## config.mk

```make
export PLATFORM = sky130hd
export DESIGN_NAME = boot_zone_checksum_validator_top_flat
export DESIGN_NICKNAME = d
export VERILOG_FILES = /design/src/rtl/core/bzcv_pkg.sv /design/src/rtl/core/bzcv_in_if.sv /design/src/rtl/core/bzcv_out_if.sv /design/src/rtl/core/boot_zone_checksum_validator_top.sv /design/src/flat_wrapper.sv
export SDC_FILE = /design/constraint.sdc
export NUM_CORES = 1
export LEC_CHECK = 0
export BUFFER_PORTS_ARGS = -buffer_cell sky130_fd_sc_hd__buf_4
export CAP_MARGIN = 20
export CORE_ASPECT_RATIO = 1.75
export CORE_MARGIN = 2
export CORE_UTILIZATION = 60
export CTS_CLUSTER_SIZE = 24
export DETAILED_ROUTE_END_ITERATION = 16
export PLACE_DENSITY = 0.83
export SKIP_CTS_REPAIR_TIMING = 1
export SKIP_LAST_GASP = 1
export SLEW_MARGIN = 25
export SYNTH_ARGS = -nofsm -noshare
export SYNTH_HDL_FRONTEND = slang
export SYNTH_SLANG_ARGS = --single-unit
```

## constraint.sdc

```tcl
create_clock -name clk_i -period 8.22 [get_ports clk_i]
set_input_delay 1.233 -clock clk_i [delete_from_list [all_inputs] [get_ports clk_i]]
set_output_delay 1.233 -clock clk_i [all_outputs]
set_load 0.05 [all_outputs]
```

## src/rtl/core/bzcv_pkg.sv

```systemverilog
package bzcv_pkg;

  // Zone geometry
  localparam int unsigned ZONE_BYTES = 2576;
  localparam int unsigned POS_W      = 12;
  localparam int unsigned HDR_BYTES  = 4;

  // Running sum reduction
  localparam logic [16:0] ADLER_MOD = 17'd65521;

  // Register defaults
  localparam logic [31:0] MAGIC_DEFAULT = 32'h5A4D_5348;

  // Configuration port geometry
  localparam int unsigned CFG_IDX_W  = 2;
  localparam int unsigned CFG_DATA_W = 32;

  typedef enum logic [CFG_IDX_W-1:0] {
    CFG_EXPECTED_MAGIC = 2'd0,
    CFG_FORCE_BYPASS   = 2'd1
  } cfg_idx_e;

  typedef enum logic [1:0] {
    STATUS_OK        = 2'd0,
    STATUS_BAD_MAGIC = 2'd1,
    STATUS_BAD_SUM   = 2'd2,
    STATUS_SHORT     = 2'd3
  } status_e;

endpackage

```

## src/rtl/core/bzcv_in_if.sv

```systemverilog
interface bzcv_in_if;
  logic       valid;
  logic       ready;
  logic [7:0] zone_byte;
  logic       frame_last;

  modport source (output valid, output zone_byte, output frame_last, input ready);
  modport sink   (input valid, input zone_byte, input frame_last, output ready);
endinterface

```

## src/rtl/core/bzcv_out_if.sv

```systemverilog
interface bzcv_out_if;
  logic        valid;
  logic        ready;
  logic [1:0]  status;
  logic [31:0] stored_sum;
  logic [31:0] computed_sum;
  logic [31:0] magic_seen;

  modport source (output valid, output status, output stored_sum, output computed_sum,
                  output magic_seen, input ready);
  modport sink   (input valid, input status, input stored_sum, input computed_sum,
                  input magic_seen, output ready);
endinterface

```

## src/rtl/core/boot_zone_checksum_validator_top.sv

```systemverilog
// Boot zone checksum validator: takes a zone image one byte per item (bytes 0-3 the
// stored checksum, bytes 4-7 the magic, little-endian) and runs an Adler-style pair of
// sums, both starting at zero, over byte 4 up to the end of the zone (ZONE_BYTES);
// bytes past the zone are dropped. The item flagged frame_last yields one result with
// status, stored checksum, computed checksum and magic, and clears the frame state.
// An item is taken every cycle unless a waiting result stalls the last byte of the next
// frame (input register, sum update and status decision, result register); a byte
// reaches the sum stage in the cycle after it is accepted, and a result is registered as
// its last byte leaves the input register. The user writes configuration (expected magic,
// force bypass) via cfg_we_i/cfg_index_i/cfg_data_i only while idle; block does not enforce it.
module boot_zone_checksum_validator_top (
  input  logic                            clk_i,
  input  logic                            rst_ni,
  input  logic                            cfg_we_i,
  input  logic [bzcv_pkg::CFG_IDX_W-1:0]  cfg_index_i,
  input  logic [bzcv_pkg::CFG_DATA_W-1:0] cfg_data_i,
  bzcv_in_if.sink                         in_i,
  bzcv_out_if.source                      out_o
);

  // Configuration registers
  logic [31:0] exp_magic_q;
  logic        force_q;

  // Input register
  logic       in_valid_q;
  logic [7:0] in_byte_q;
  logic       in_last_q;

  // Frame state
  logic [bzcv_pkg::POS_W-1:0] pos_q, pos_d;
  logic [15:0] sum_low_q, sum_low_d;
  logic [15:0] sum_high_q, sum_high_d;
  logic [31:0] chk_q, chk_d;
  logic [31:0] magic_q, magic_d;

  // Result register
  logic                 out_valid_q;
  bzcv_pkg::status_e    out_status_q, status_d;
  logic [31:0]          out_stored_q;
  logic [31:0]          out_computed_q;
  logic [31:0]          out_magic_q;

  logic        advance;
  logic        take;
  logic        in_zone;
  logic [16:0] t_low;
  logic [16:0] t_high;
  logic [31:0] computed_d;

  // Write configuration; unknown indexes are dropped
  always_ff @(posedge clk_i or negedge rst_ni) begin
    if (!rst_ni) begin
      exp_magic_q <= bzcv_pkg::MAGIC_DEFAULT;
      force_q     <= 1'b0;
    end else if (cfg_we_i) begin
      case (cfg_index_i)
        bzcv_pkg::CFG_EXPECTED_MAGIC: exp_magic_q <= cfg_data_i[31:0];
        bzcv_pkg::CFG_FORCE_BYPASS:   force_q     <= cfg_data_i[0];
        default: ;
      endcase
    end
  end

  // A held item moves on unless it is a last byte facing a full result register
  assign advance  = !in_last_q || !out_valid_q || out_o.ready;
  assign take     = in_valid_q && advance;
  assign in_i.ready = !in_valid_q || advance;

  // Capture input item
  always_ff @(posedge clk_i or negedge rst_ni) begin
    if (!rst_ni) begin
      in_valid_q <= 1'b0;
    end else if (in_i.ready) begin
      in_valid_q <= in_i.valid;
    end
  end

  always_ff @(posedge clk_i) begin
    if (in_i.ready && in_i.valid) begin
      in_byte_q <= in_i.zone_byte;
      in_last_q <= in_i.frame_last;
    end
  end

  // Update sums and header words for the held byte
  always_comb begin
    pos_d      = pos_q;
    sum_low_d  = sum_low_q;
    sum_high_d = sum_high_q;
    chk_d      = chk_q;
    magic_d    = magic_q;
    in_zone    = pos_q < bzcv_pkg::POS_W'(bzcv_pkg::ZONE_BYTES);

    t_low = {1'b0, sum_low_q} + {9'd0, in_byte_q};
    if (t_low >= bzcv_pkg::ADLER_MOD) begin
      t_low = t_low - bzcv_pkg::ADLER_MOD;
    end
    t_high = {1'b0, sum_high_q} + t_low;
    if (t_high >= bzcv_pkg::ADLER_MOD) begin
      t_high = t_high - bzcv_pkg::ADLER_MOD;
    end

    if (in_zone) begin
      pos_d = pos_q + 1'b1;
      if (pos_q < bzcv_pkg::POS_W'(bzcv_pkg::HDR_BYTES)) begin
        case (pos_q[1:0])
          2'd0:    chk_d[7:0]   = in_byte_q;
          2'd1:    chk_d[15:8]  = in_byte_q;
          2'd2:    chk_d[23:16] = in_byte_q;
          default: chk_d[31:24] = in_byte_q;
        endcase
      end else begin
        if (pos_q < bzcv_pkg::POS_W'(2 * bzcv_pkg::HDR_BYTES)) begin
          case (pos_q[1:0])
            2'd0:    magic_d[7:0]   = in_byte_q;
            2'd1:    magic_d[15:8]  = in_byte_q;
            2'd2:    magic_d[23:16] = in_byte_q;
            default: magic_d[31:24] = in_byte_q;
          endcase
        end
        sum_low_d  = t_low[15:0];
        sum_high_d = t_high[15:0];
      end
    end

    // Decide status in check order: short, magic, checksum
    computed_d = {sum_high_d, sum_low_d};
    if (pos_d < bzcv_pkg::POS_W'(bzcv_pkg::ZONE_BYTES)) begin
      status_d = bzcv_pkg::STATUS_SHORT;
    end else if ((magic_d != exp_magic_q) && !force_q) begin
      status_d = bzcv_pkg::STATUS_BAD_MAGIC;
    end else if (chk_d != computed_d) begin
      status_d = bzcv_pkg::STATUS_BAD_SUM;
    end else begin
      status_d = bzcv_pkg::STATUS_OK;
    end
  end

  // Advance frame state; clear it after the last byte
  always_ff @(posedge clk_i or negedge rst_ni) begin
    if (!rst_ni) begin
      pos_q      <= '0;
      sum_low_q  <= '0;
      sum_high_q <= '0;
      chk_q      <= '0;
      magic_q    <= '0;
    end else if (take) begin
      if (in_last_q) begin
        pos_q      <= '0;
        sum_low_q  <= '0;
        sum_high_q <= '0;
        chk_q      <= '0;
        magic_q    <= '0;
      end else begin
        pos_q      <= pos_d;
        sum_low_q  <= sum_low_d;
        sum_high_q <= sum_high_d;
        chk_q      <= chk_d;
        magic_q    <= magic_d;
      end
    end
  end

  // Load result on the last byte, drop it once taken
  always_ff @(posedge clk_i or negedge rst_ni) begin
    if (!rst_ni) begin
      out_valid_q <= 1'b0;
    end else if (take && in_last_q) begin
      out_valid_q <= 1'b1;
    end else if (out_o.ready) begin
      out_valid_q <= 1'b0;
    end
  end

  always_ff @(posedge clk_i) begin
    if (take && in_last_q) begin
      out_status_q   <= status_d;
      out_stored_q   <= chk_d;
      out_computed_q <= computed_d;
      out_magic_q    <= magic_d;
    end
  end

  assign out_o.valid        = out_valid_q;
  assign out_o.status       = out_status_q;
  assign out_o.stored_sum   = out_stored_q;
  assign out_o.computed_sum = out_computed_q;
  assign out_o.magic_seen   = out_magic_q;

  // Position never runs past the zone
  a_pos_bound: assert property (@(posedge clk_i) disable iff (!rst_ni)
    pos_q <= bzcv_pkg::POS_W'(bzcv_pkg::ZONE_BYTES))
    else $error("byte position beyond zone size");

  // Both sums stay reduced
  a_sum_reduced: assert property (@(posedge clk_i) disable iff (!rst_ni)
    ({1'b0, sum_low_q} < bzcv_pkg::ADLER_MOD) && ({1'b0, sum_high_q} < bzcv_pkg::ADLER_MOD))
    else $error("running sum not reduced");

  // A last byte leaves a result pending and a cleared frame
  a_last_clears: assert property (@(posedge clk_i) disable iff (!rst_ni)
    take && in_last_q |=> out_valid_q && (pos_q == '0) && (sum_low_q == '0))
    else $error("frame end did not load result or clear state");

  // A held item stalls only behind a waiting result
  a_stall_cause: assert property (@(posedge clk_i) disable iff (!rst_ni)
    in_valid_q && !advance |-> out_valid_q && !out_o.ready && in_last_q)
    else $error("input stalled without a waiting result");

endmodule
```

## src/flat_wrapper.sv

```systemverilog
// flat-port wrapper written by rule: the top's interface ports become plain ports
module boot_zone_checksum_validator_top_flat 
  (clk_i, rst_ni, cfg_we_i, cfg_index_i, cfg_data_i, in_i_valid, in_i_zone_byte, in_i_frame_last, in_i_ready, out_o_valid, out_o_status, out_o_stored_sum, out_o_computed_sum, out_o_magic_seen, out_o_ready);
  bzcv_in_if in_i_i ();
  bzcv_out_if out_o_i ();
  input  logic clk_i;
  input  logic rst_ni;
  input  logic cfg_we_i;
  input  logic [bzcv_pkg::CFG_IDX_W-1:0] cfg_index_i;
  input  logic [bzcv_pkg::CFG_DATA_W-1:0] cfg_data_i;
  input wire logic [$bits(in_i_i.valid)-1:0] in_i_valid;
  input wire logic [$bits(in_i_i.zone_byte)-1:0] in_i_zone_byte;
  input wire logic [$bits(in_i_i.frame_last)-1:0] in_i_frame_last;
  output wire logic [$bits(in_i_i.ready)-1:0] in_i_ready;
  output wire logic [$bits(out_o_i.valid)-1:0] out_o_valid;
  output wire logic [$bits(out_o_i.status)-1:0] out_o_status;
  output wire logic [$bits(out_o_i.stored_sum)-1:0] out_o_stored_sum;
  output wire logic [$bits(out_o_i.computed_sum)-1:0] out_o_computed_sum;
  output wire logic [$bits(out_o_i.magic_seen)-1:0] out_o_magic_seen;
  input wire logic [$bits(out_o_i.ready)-1:0] out_o_ready;
  assign in_i_i.valid = in_i_valid;
  assign in_i_i.zone_byte = in_i_zone_byte;
  assign in_i_i.frame_last = in_i_frame_last;
  assign in_i_ready = in_i_i.ready;
  assign out_o_valid = out_o_i.valid;
  assign out_o_status = out_o_i.status;
  assign out_o_stored_sum = out_o_i.stored_sum;
  assign out_o_computed_sum = out_o_i.computed_sum;
  assign out_o_magic_seen = out_o_i.magic_seen;
  assign out_o_i.ready = out_o_ready;
  boot_zone_checksum_validator_top u_core (.clk_i(clk_i), .rst_ni(rst_ni), .cfg_we_i(cfg_we_i), .cfg_index_i(cfg_index_i), .cfg_data_i(cfg_data_i), .in_i(in_i_i), .out_o(out_o_i));
endmodule
```

==> results of run 1 <==
==> logic make-up (layout without fill, tap and decap cells) <==
family          count (synthesis)  in the layout  share of synthesized area
flops                         250            250                      0.490
buf+inv                       163            350                     0.0461
fa+ha+maj                      35             35                     0.0326
compound gates                319            319                      0.153
mux                           107            107                     0.0808
simple gates                  375            375                      0.134
xor+xnor                      100            100                     0.0636
==> through the flow <==
step	total power [mW]	util	hold WS, ps
5_1_grt	5.41	0.725	507
6_report	5.16	0.725	482
2_1_floorplan	3.24	-	449
4_1_cts	5.11	0.722	485
3_5_place_dp	3.99	0.687	471
3_3_place_gp	3.98	0.687	461
==> worst min-delay path by stage <==
stage,from,slack (ps),depth (start not counted),endpoint
floorplan,u_core.chk_q[1],450,2,u_core.chk_q[1]
global placement,u_core.magic_q[19],460,2,u_core.magic_q[19]
detailed placement,u_core.magic_q[20],470,2,u_core.magic_q[20]
CTS,u_core.magic_q[19],480,2,u_core.magic_q[19]
global route,u_core.chk_q[8],510,2,u_core.chk_q[8]
finish,u_core.magic_q[19],480,2,u_core.magic_q[19]
==> worst reg2reg max path: cells and delay by family, from the launching register on <==
kind            cells  cell delay, ps
compound gates     13            3320
fa+ha+maj           3            1030
xor+xnor            3             940
simple gates        4            1590
buf+inv             1             160
flops               1             410
==> flip-flops by register name, indices dropped and copies added (netlist names) <==
register	count
u_core.sum_low_q	16
u_core.chk_q	32
u_core.out_o.stored_sum	32
u_core.in_last_q	1
u_core.out_o.magic_seen	32
u_core.out_o.valid	1
u_core.out_o.computed_sum	32
u_core.force_q	1
u_core.pos_q	12
u_core.in_byte_q	8
u_core.exp_magic_q	32
u_core.magic_q	32
u_core.in_valid_q	1
u_core.out_o.status	2
u_core.sum_high_q	16
==> area by class of cell <==
cell class                      instances  area share
Clock buffer                           32      0.0421
Clock inverter                         12     0.00592
Inverter                               89      0.0203
Multi-Input combinational cell        936       0.396
Sequential cell                       250       0.413
Tap cell                              300      0.0228
Timing Repair Buffer                  217       0.100
==> layout by cell type (no fill, tap or decap), types with 8 or more instances in the layout <==
master	netlist	final
sky130_fd_sc_hd__a211oi_1	18	17
sky130_fd_sc_hd__a21o_1	12	12
sky130_fd_sc_hd__a21oi_1	43	42
sky130_fd_sc_hd__a22o_1	29	29
sky130_fd_sc_hd__a31oi_1	10	10
sky130_fd_sc_hd__and2_1	11	11
sky130_fd_sc_hd__and3_1	16	16
sky130_fd_sc_hd__buf_4	4	215
sky130_fd_sc_hd__clkbuf_16	0	26
sky130_fd_sc_hd__dfrtp_1	129	129
sky130_fd_sc_hd__dfstp_2	14	14
sky130_fd_sc_hd__edfxtp_1	107	107
sky130_fd_sc_hd__ha_1	33	33
sky130_fd_sc_hd__inv_1	88	88
sky130_fd_sc_hd__mux2_2	41	41
sky130_fd_sc_hd__mux2i_1	66	66
sky130_fd_sc_hd__nand2_1	148	146
sky130_fd_sc_hd__nand2b_1	9	9
sky130_fd_sc_hd__nand3_1	25	25
sky130_fd_sc_hd__nand4_1	17	17
sky130_fd_sc_hd__nor2_1	51	48
sky130_fd_sc_hd__nor3_1	25	25
sky130_fd_sc_hd__nor4_1	17	17
sky130_fd_sc_hd__o211ai_1	8	8
sky130_fd_sc_hd__o21ai_0	117	117
sky130_fd_sc_hd__o31ai_1	15	14
sky130_fd_sc_hd__or3_1	12	12
sky130_fd_sc_hd__xnor2_1	56	56
sky130_fd_sc_hd__xor2_1	43	43
==> power by group <==
| part | internal [mW] | switching (mW) | leakage [nW] | total (mW) |
|---|---|---|---|---|
| Sequential | 1.52 | 0.124 | 2.91 | 1.64 |
| Clock | 0.630 | 0.481 | 0.396 | 1.11 |
| Combinational | 0.898 | 1.51 | 4.27 | 2.40 |
| Total | 3.05 | 2.11 | 7.58 | 5.16 |
==> metal layers <==
metal | part of all wire | wire length, um | GRT usage | vias to the layer above
met3 | 0.048 | 1950 | 0.0380 | 129
met5 | 0 | 0 | 0 | -
met4 | 0.069 | 2800 | 0.217 | 0
met1 | 0.36 | 14700 | 0.372 | 5588
li1 | - | - | - | 5209
met2 | 0.52 | 21300 | 0.599 | 429
==> flow_summary.json, run 1 <==
{
  "status": "completed",
  "detail_route.iter0.violations": 950,
  "dieWidth_um": 119,
  "core_area_um2": 22700,
  "rrSetupSlack_ps": 500,
  "cts_buffers": 24,
  "placed_cells": 1791,
  "detailroute.via_count": 11400,
  "growth_of_design_area_from_synthesis_to_finish_pct": 18.6,
  "fin_worst_skew_ps": 30.4,
  "synth_top_cells_by_area": "sky130_fd_sc_hd__dfrtp_1 23%, sky130_fd_sc_hd__edfxtp_1 23%, sky130_fd_sc_hd__mux2i_1 4.8%",
  "fmax_ghz": 0.130,
  "post-dp-hpwl_um": 29900,
  "worst_slew_pin_slew_ps": 995,
  "timing.critical_path.required_ps": 8490,
  "timing_max_transition_violations_final": 0,
  "average_detailed_routed_wire_length_per_instance_um": 22.2,
  "cts_num_sinks": 250,
  "multiInputGateArea_um2": 6520,
  "worst_ep_arrival_time_ps": 7990,
  "setup-tns-final_ps": 0,
  "cell_area_placed_um2": 15600,
  "max_cap_viol_count": 0,
  "reg2regPathDepth": 24,
  "post_layout_nonfiller_instances": 1836,
  "maximum_count_of_clock_buffers_along_a_single_path": 3,
  "async_flop_share": 0.572,
  "mappedNetlistNets": 1432,
  "layout_setup_ws_ps": 499,
  "viasPerCell": 6.18,
  "relSlewSlack": 0.335,
  "cp_capture_point": "u_core.out_o.status[1]",
  "cts_tree": "built",
  "hold_violations": 0,
  "worst_setup_path_end_kind": "flop",
  "path_clk_slew_ps": 70,
  "post_synth.cell_area_avg_um2": 10.3,
  "cpMaxStageDelayCell": "sky130_fd_sc_hd__or4_4",
  "syn_area_um2": 13900,
  "grt_start_max_net_pins": 91,
  "postSynthRegisterBits": 250,
  "cellPowerDensity_nw_per_um2": 313,
  "gp_congestion": 0.911,
  "post_synth_num_cell_types": 84,
  "cp_num_buf_inv": 1,
  "initial_core_util": 0.611,
  "most_frequent_cell_after_synthesis": "sky130_fd_sc_hd__nand2_1",
  "cp_cell_sequence": "ha_1 > fa_1 > a211oi_4 > o211ai_1 > and3_1 > o21ai_1 > a31oi_1 > or4_4 > a21oi_1 > xor2_1 > ha_1 > nand3b_1 > a211oi_2 > buf_4 > o31ai_1 > a211oi_1 > a211oi_2 > xor2_2 > a21oi_1 > o31ai_1 > xnor2_1 > o2111ai_1 > or3_1 > o41a_1",
  "netlist.area_leader.share": 0.232,
  "critical_path.max_fanout": 9,
  "chipHeight_um": 205,
  "drc_errors": 0,
  "critPathKind": "flop to flop",
  "insertedDiodeCount": 0,
  "ys.flop_type": "sky130_fd_sc_hd__dfrtp_1",
  "slowest_delay_ps": 690,
  "via_count_of_the_first_global_routing_pass": 11300,
  "synth_edf_count": 107,
  "postRouteAntennaNets": 0,
  "final.fill_count": 1625,
  "io_buffer_count": 147,
  "reg2reg_from": "u_core.in_byte_q[0]",
  "final-seq-area_um2": 6810,
  "final-setup-viol-count": 0,
  "final_min_period_over_clock_period": 0.939,
  "synth.largest_area_cell": "sky130_fd_sc_hd__dfrtp_1",
  "num-nets-final": 1601,
  "cp-startpoint": "u_core.in_byte_q[0]",
  "cts_htree_levels": 1,
  "synth.yosys.warnings": 0,
  "gr-usage-all-layers": 0.334,
  "routed_wl_um": 40800,
  "grt_pass1_wl_um": 62600,
  "die_area_um2": 24400,
  "drive_gt1_frac": 0.224,
  "timing.final.crit_period_ps": 7720,
  "critical_path.top_delay_family": "compound AO/OA/AOI/OAI gates",
  "timing.critical_path.from_type": "flop",
  "dr.pass1.iters": 5,
  "grt_remaining_overflow": 0,
  "cts-root-buf": "sky130_fd_sc_hd__clkbuf_16",
  "antenna_found_initial": 0,
  "yosysSeqAreaShare": 0.490,
  "placement_rows": 73,
  "top_level_ports": 148,
  "cp.depth": 24,
  "r2r-end": "u_core.out_o.status[1]",
  "final_cell_area_um2": 16500,
  "ir_drop_mv": 0.258,
  "synth_cells": 1349,
  "pre_cts_ws_ps": 262,
  "p_leak_nw": 7.58,
  "worst_skew_pair.late_latency_ps": 540,
  "rsz0062_at_grt": "false",
  "hp-class": "flop to flop",
  "synth.cells.most_frequent": "148 x sky130_fd_sc_hd__nand2_1, 129 x sky130_fd_sc_hd__dfrtp_1, 117 x sky130_fd_sc_hd__o21ai_0"
}
Power figures use the tool's default switching activity.
==> run 2: changes to the inputs <==
- CORE_UTILIZATION: 60 -> 40
- PLACE_DENSITY: 0.83 -> 0.6
==> run 2 against run 1 <==
Critical path depth is 4 higher. Global-route usage shrank 10 points. Combinational power barely moved. Register-to-register slack lost 80 ps. First-iteration DRC count shrank 22%. Wire length rose by 5.1%. Critical path type unchanged.
==> flow_summary.json, run 2 (synthesis results as in run 1) <==
{
  "via_count_of_the_first_global_routing_pass": 11100,
  "viasPerCell": 5.59,
  "ir_drop_mv": 0.148,
  "top_level_ports": 148,
  "max_cap_viol_count": 0,
  "io_buffer_count": 147,
  "internal_power_mw": 3.04,
  "routed_wl_um": 42800,
  "gp_congestion": 0.878,
  "switching_share": 0.413,
  "growth_of_design_area_from_synthesis_to_finish_pct": 18.7,
  "slowest_delay_ps": 440,
  "worst_skew_pair.late_latency_ps": 540,
  "core_area_um2": 34300,
  "grt_remaining_overflow": 0,
  "drive_gt1_frac": 0.212,
  "final-setup-viol-count": 0,
  "power.share.combinational": 0.465,
  "critical_path.top_delay_family": "simple AND/OR/NAND/NOR gates",
  "cpMaxStageDelayCell": "sky130_fd_sc_hd__a211oi_1",
  "grt_pass1_wl_um": 65800,
  "cellPowerDensity_nw_per_um2": 314,
  "dieWidth_um": 145,
  "p_seq_frac": 0.316,
  "r2r-end": "u_core.out_o.status[1]",
  "final_min_period_over_clock_period": 0.949,
  "final.hold.worst_slack_ps": 479,
  "fin_total_pwr_mw": 5.18,
  "status": "completed",
  "dr.pass1.iters": 5,
  "post-dp-hpwl_um": 31900,
  "initial_core_util": 0.405,
  "fmax_ghz": 0.128,
  "hp-class": "flop to flop",
  "critPathKind": "flop to flop",
  "grt_start_max_net_pins": 76,
  "hold-path-cell-count": 2,
  "average_detailed_routed_wire_length_per_instance_um": 21.7,
  "timing.final.crit_period_ps": 7800,
  "maximum_count_of_clock_buffers_along_a_single_path": 3,
  "placed_cells": 1926,
  "timing_max_transition_violations_final": 0,
  "p_leak_nw": 7.44,
  "cts_tree": "built",
  "hold_violations": 0,
  "cp_num_buf_inv": 3,
  "antenna_found_initial": 0,
  "cts_buffers": 25,
  "relSlewSlack": 0.287,
  "fin_worst_skew_ps": 14.5,
  "power_switching_mw": 2.14,
  "reg2regPathDepth": 28,
  "final_cell_mix": "189 x sky130_fd_sc_hd__buf_4, 145 x sky130_fd_sc_hd__nand2_1, 129 x sky130_fd_sc_hd__dfrtp_1, 117 x sky130_fd_sc_hd__o21ai_0, 107 x sky130_fd_sc_hd__edfxtp_1",
  "reg2reg_from": "u_core.in_byte_q[0]",
  "hp-start": "u_core.magic_q[6]",
  "gr-usage-all-layers": 0.234,
  "chipHeight_um": 251,
  "insertedDiodeCount": 0,
  "detailroute.via_count": 11000,
  "timing.critical_path.from_type": "flop",
  "worst_ep_arrival_time_ps": 8080,
  "placement_rows": 90,
  "die_area_um2": 36300,
  "share_clk_of_total_power": 0.219,
  "mostFrequentLayoutCell": "sky130_fd_sc_hd__buf_4",
  "num-nets-final": 1576,
  "drc_errors": 0,
  "cts_htree_levels": 1,
  "post_layout_nonfiller_instances": 1971,
  "rrSetupSlack_ps": 420,
  "postRouteAntennaNets": 0,
  "worst_setup_path_end_kind": "flop",
  "worst_slew_pin_slew_ps": 1070,
  "cts-root-buf": "sky130_fd_sc_hd__clkbuf_16",
  "path_clk_slew_ps": 60,
  "detail_route.iter0.violations": 745,
  "terminating_pin_of_the_worst_hold_path": "u_core.magic_q[6]",
  "critical_path.max_fanout": 9,
  "cts_num_sinks": 250,
  "timing.critical_path.required_ps": 8500
}
-- run 2: worst reg2reg max path: cells and delay by family, from the launching register on --
| family | cells | cell delay, ps |
|---|---|---|
| compound gates | 8 | 2230 |
| xor+xnor | 3 | 630 |
| fa+ha+maj | 4 | 1280 |
| buf+inv | 3 | 460 |
| flops | 1 | 410 |
| simple gates | 10 | 2520 |
-- run 2: worst max-delay path by stage --
stage / start / to / slack, ps / cells past startpoint
final: u_core.in_byte_q[0] / u_core.out_o.status[1] / 420 / 28
after global routing: u_core.sum_low_q[0] / u_core.out_o.status[1] / -3 / 28
after CTS: u_core.in_byte_q[0] / u_core.out_o.status[1] / 70 / 26
after detailed placement: u_core.in_byte_q[0] / u_core.out_o.status[1] / 120 / 26
after global placement: u_core.sum_low_q[0] / u_core.out_o.status[1] / 160 / 27
after floorplan: u_core.in_byte_q[0] / u_core.out_o.status[1] / 760 / 30
-- run 2: layout make-up --
| cell class | count | area, um^2 |
|---|---|---|
| Fill cell | 3238 | 17900 |
| Sequential cell | 250 | 6810 |
| Multi-Input combinational cell | 936 | 6520 |
| Timing Repair Buffer | 191 | 1440 |
| Clock buffer | 39 | 771 |
| Tap cell | 460 | 576 |
| Inverter | 89 | 334 |
| Clock inverter | 6 | 37.5 |
-- run 2: layer usage --
metal	wire length [um]	share of wire	GRT usage
met4	2610	0.061	0.133
met2	22600	0.53	0.436
met5	0	0	0
met1	15900	0.37	0.257
met3	1730	0.040	0.0230
-- run 2: per-stage QoR --
step | cell area [um^2] | utilization | setup TNS (ps) | setup slack [ps]
after floorplan | 13900 | - | 0 | 762
after global placement | 15600 | 0.455 | 0 | 158
after detailed placement | 15600 | 0.455 | 0 | 121
after CTS | 16500 | 0.479 | 0 | 69.5
after global routing | 16500 | 0.480 | -3.46 | -3.46
final | 16500 | 0.480 | 0 | 419
-- run 2: power by group through the flow --
| stage | clock network, mW | registers (mW) | logic, mW |
|---|---|---|---|
| 6_report | 1.13 | 1.64 | 2.41 |
| 5_1_grt | 1.21 | 1.66 | 2.60 |
| 4_1_cts | 1.16 | 1.64 | 2.39 |
| 3_5_place_dp | 0 | 1.66 | 2.38 |
| 3_3_place_gp | 0 | 1.65 | 2.38 |
| 2_1_floorplan | 0 | 1.81 | 1.43 |
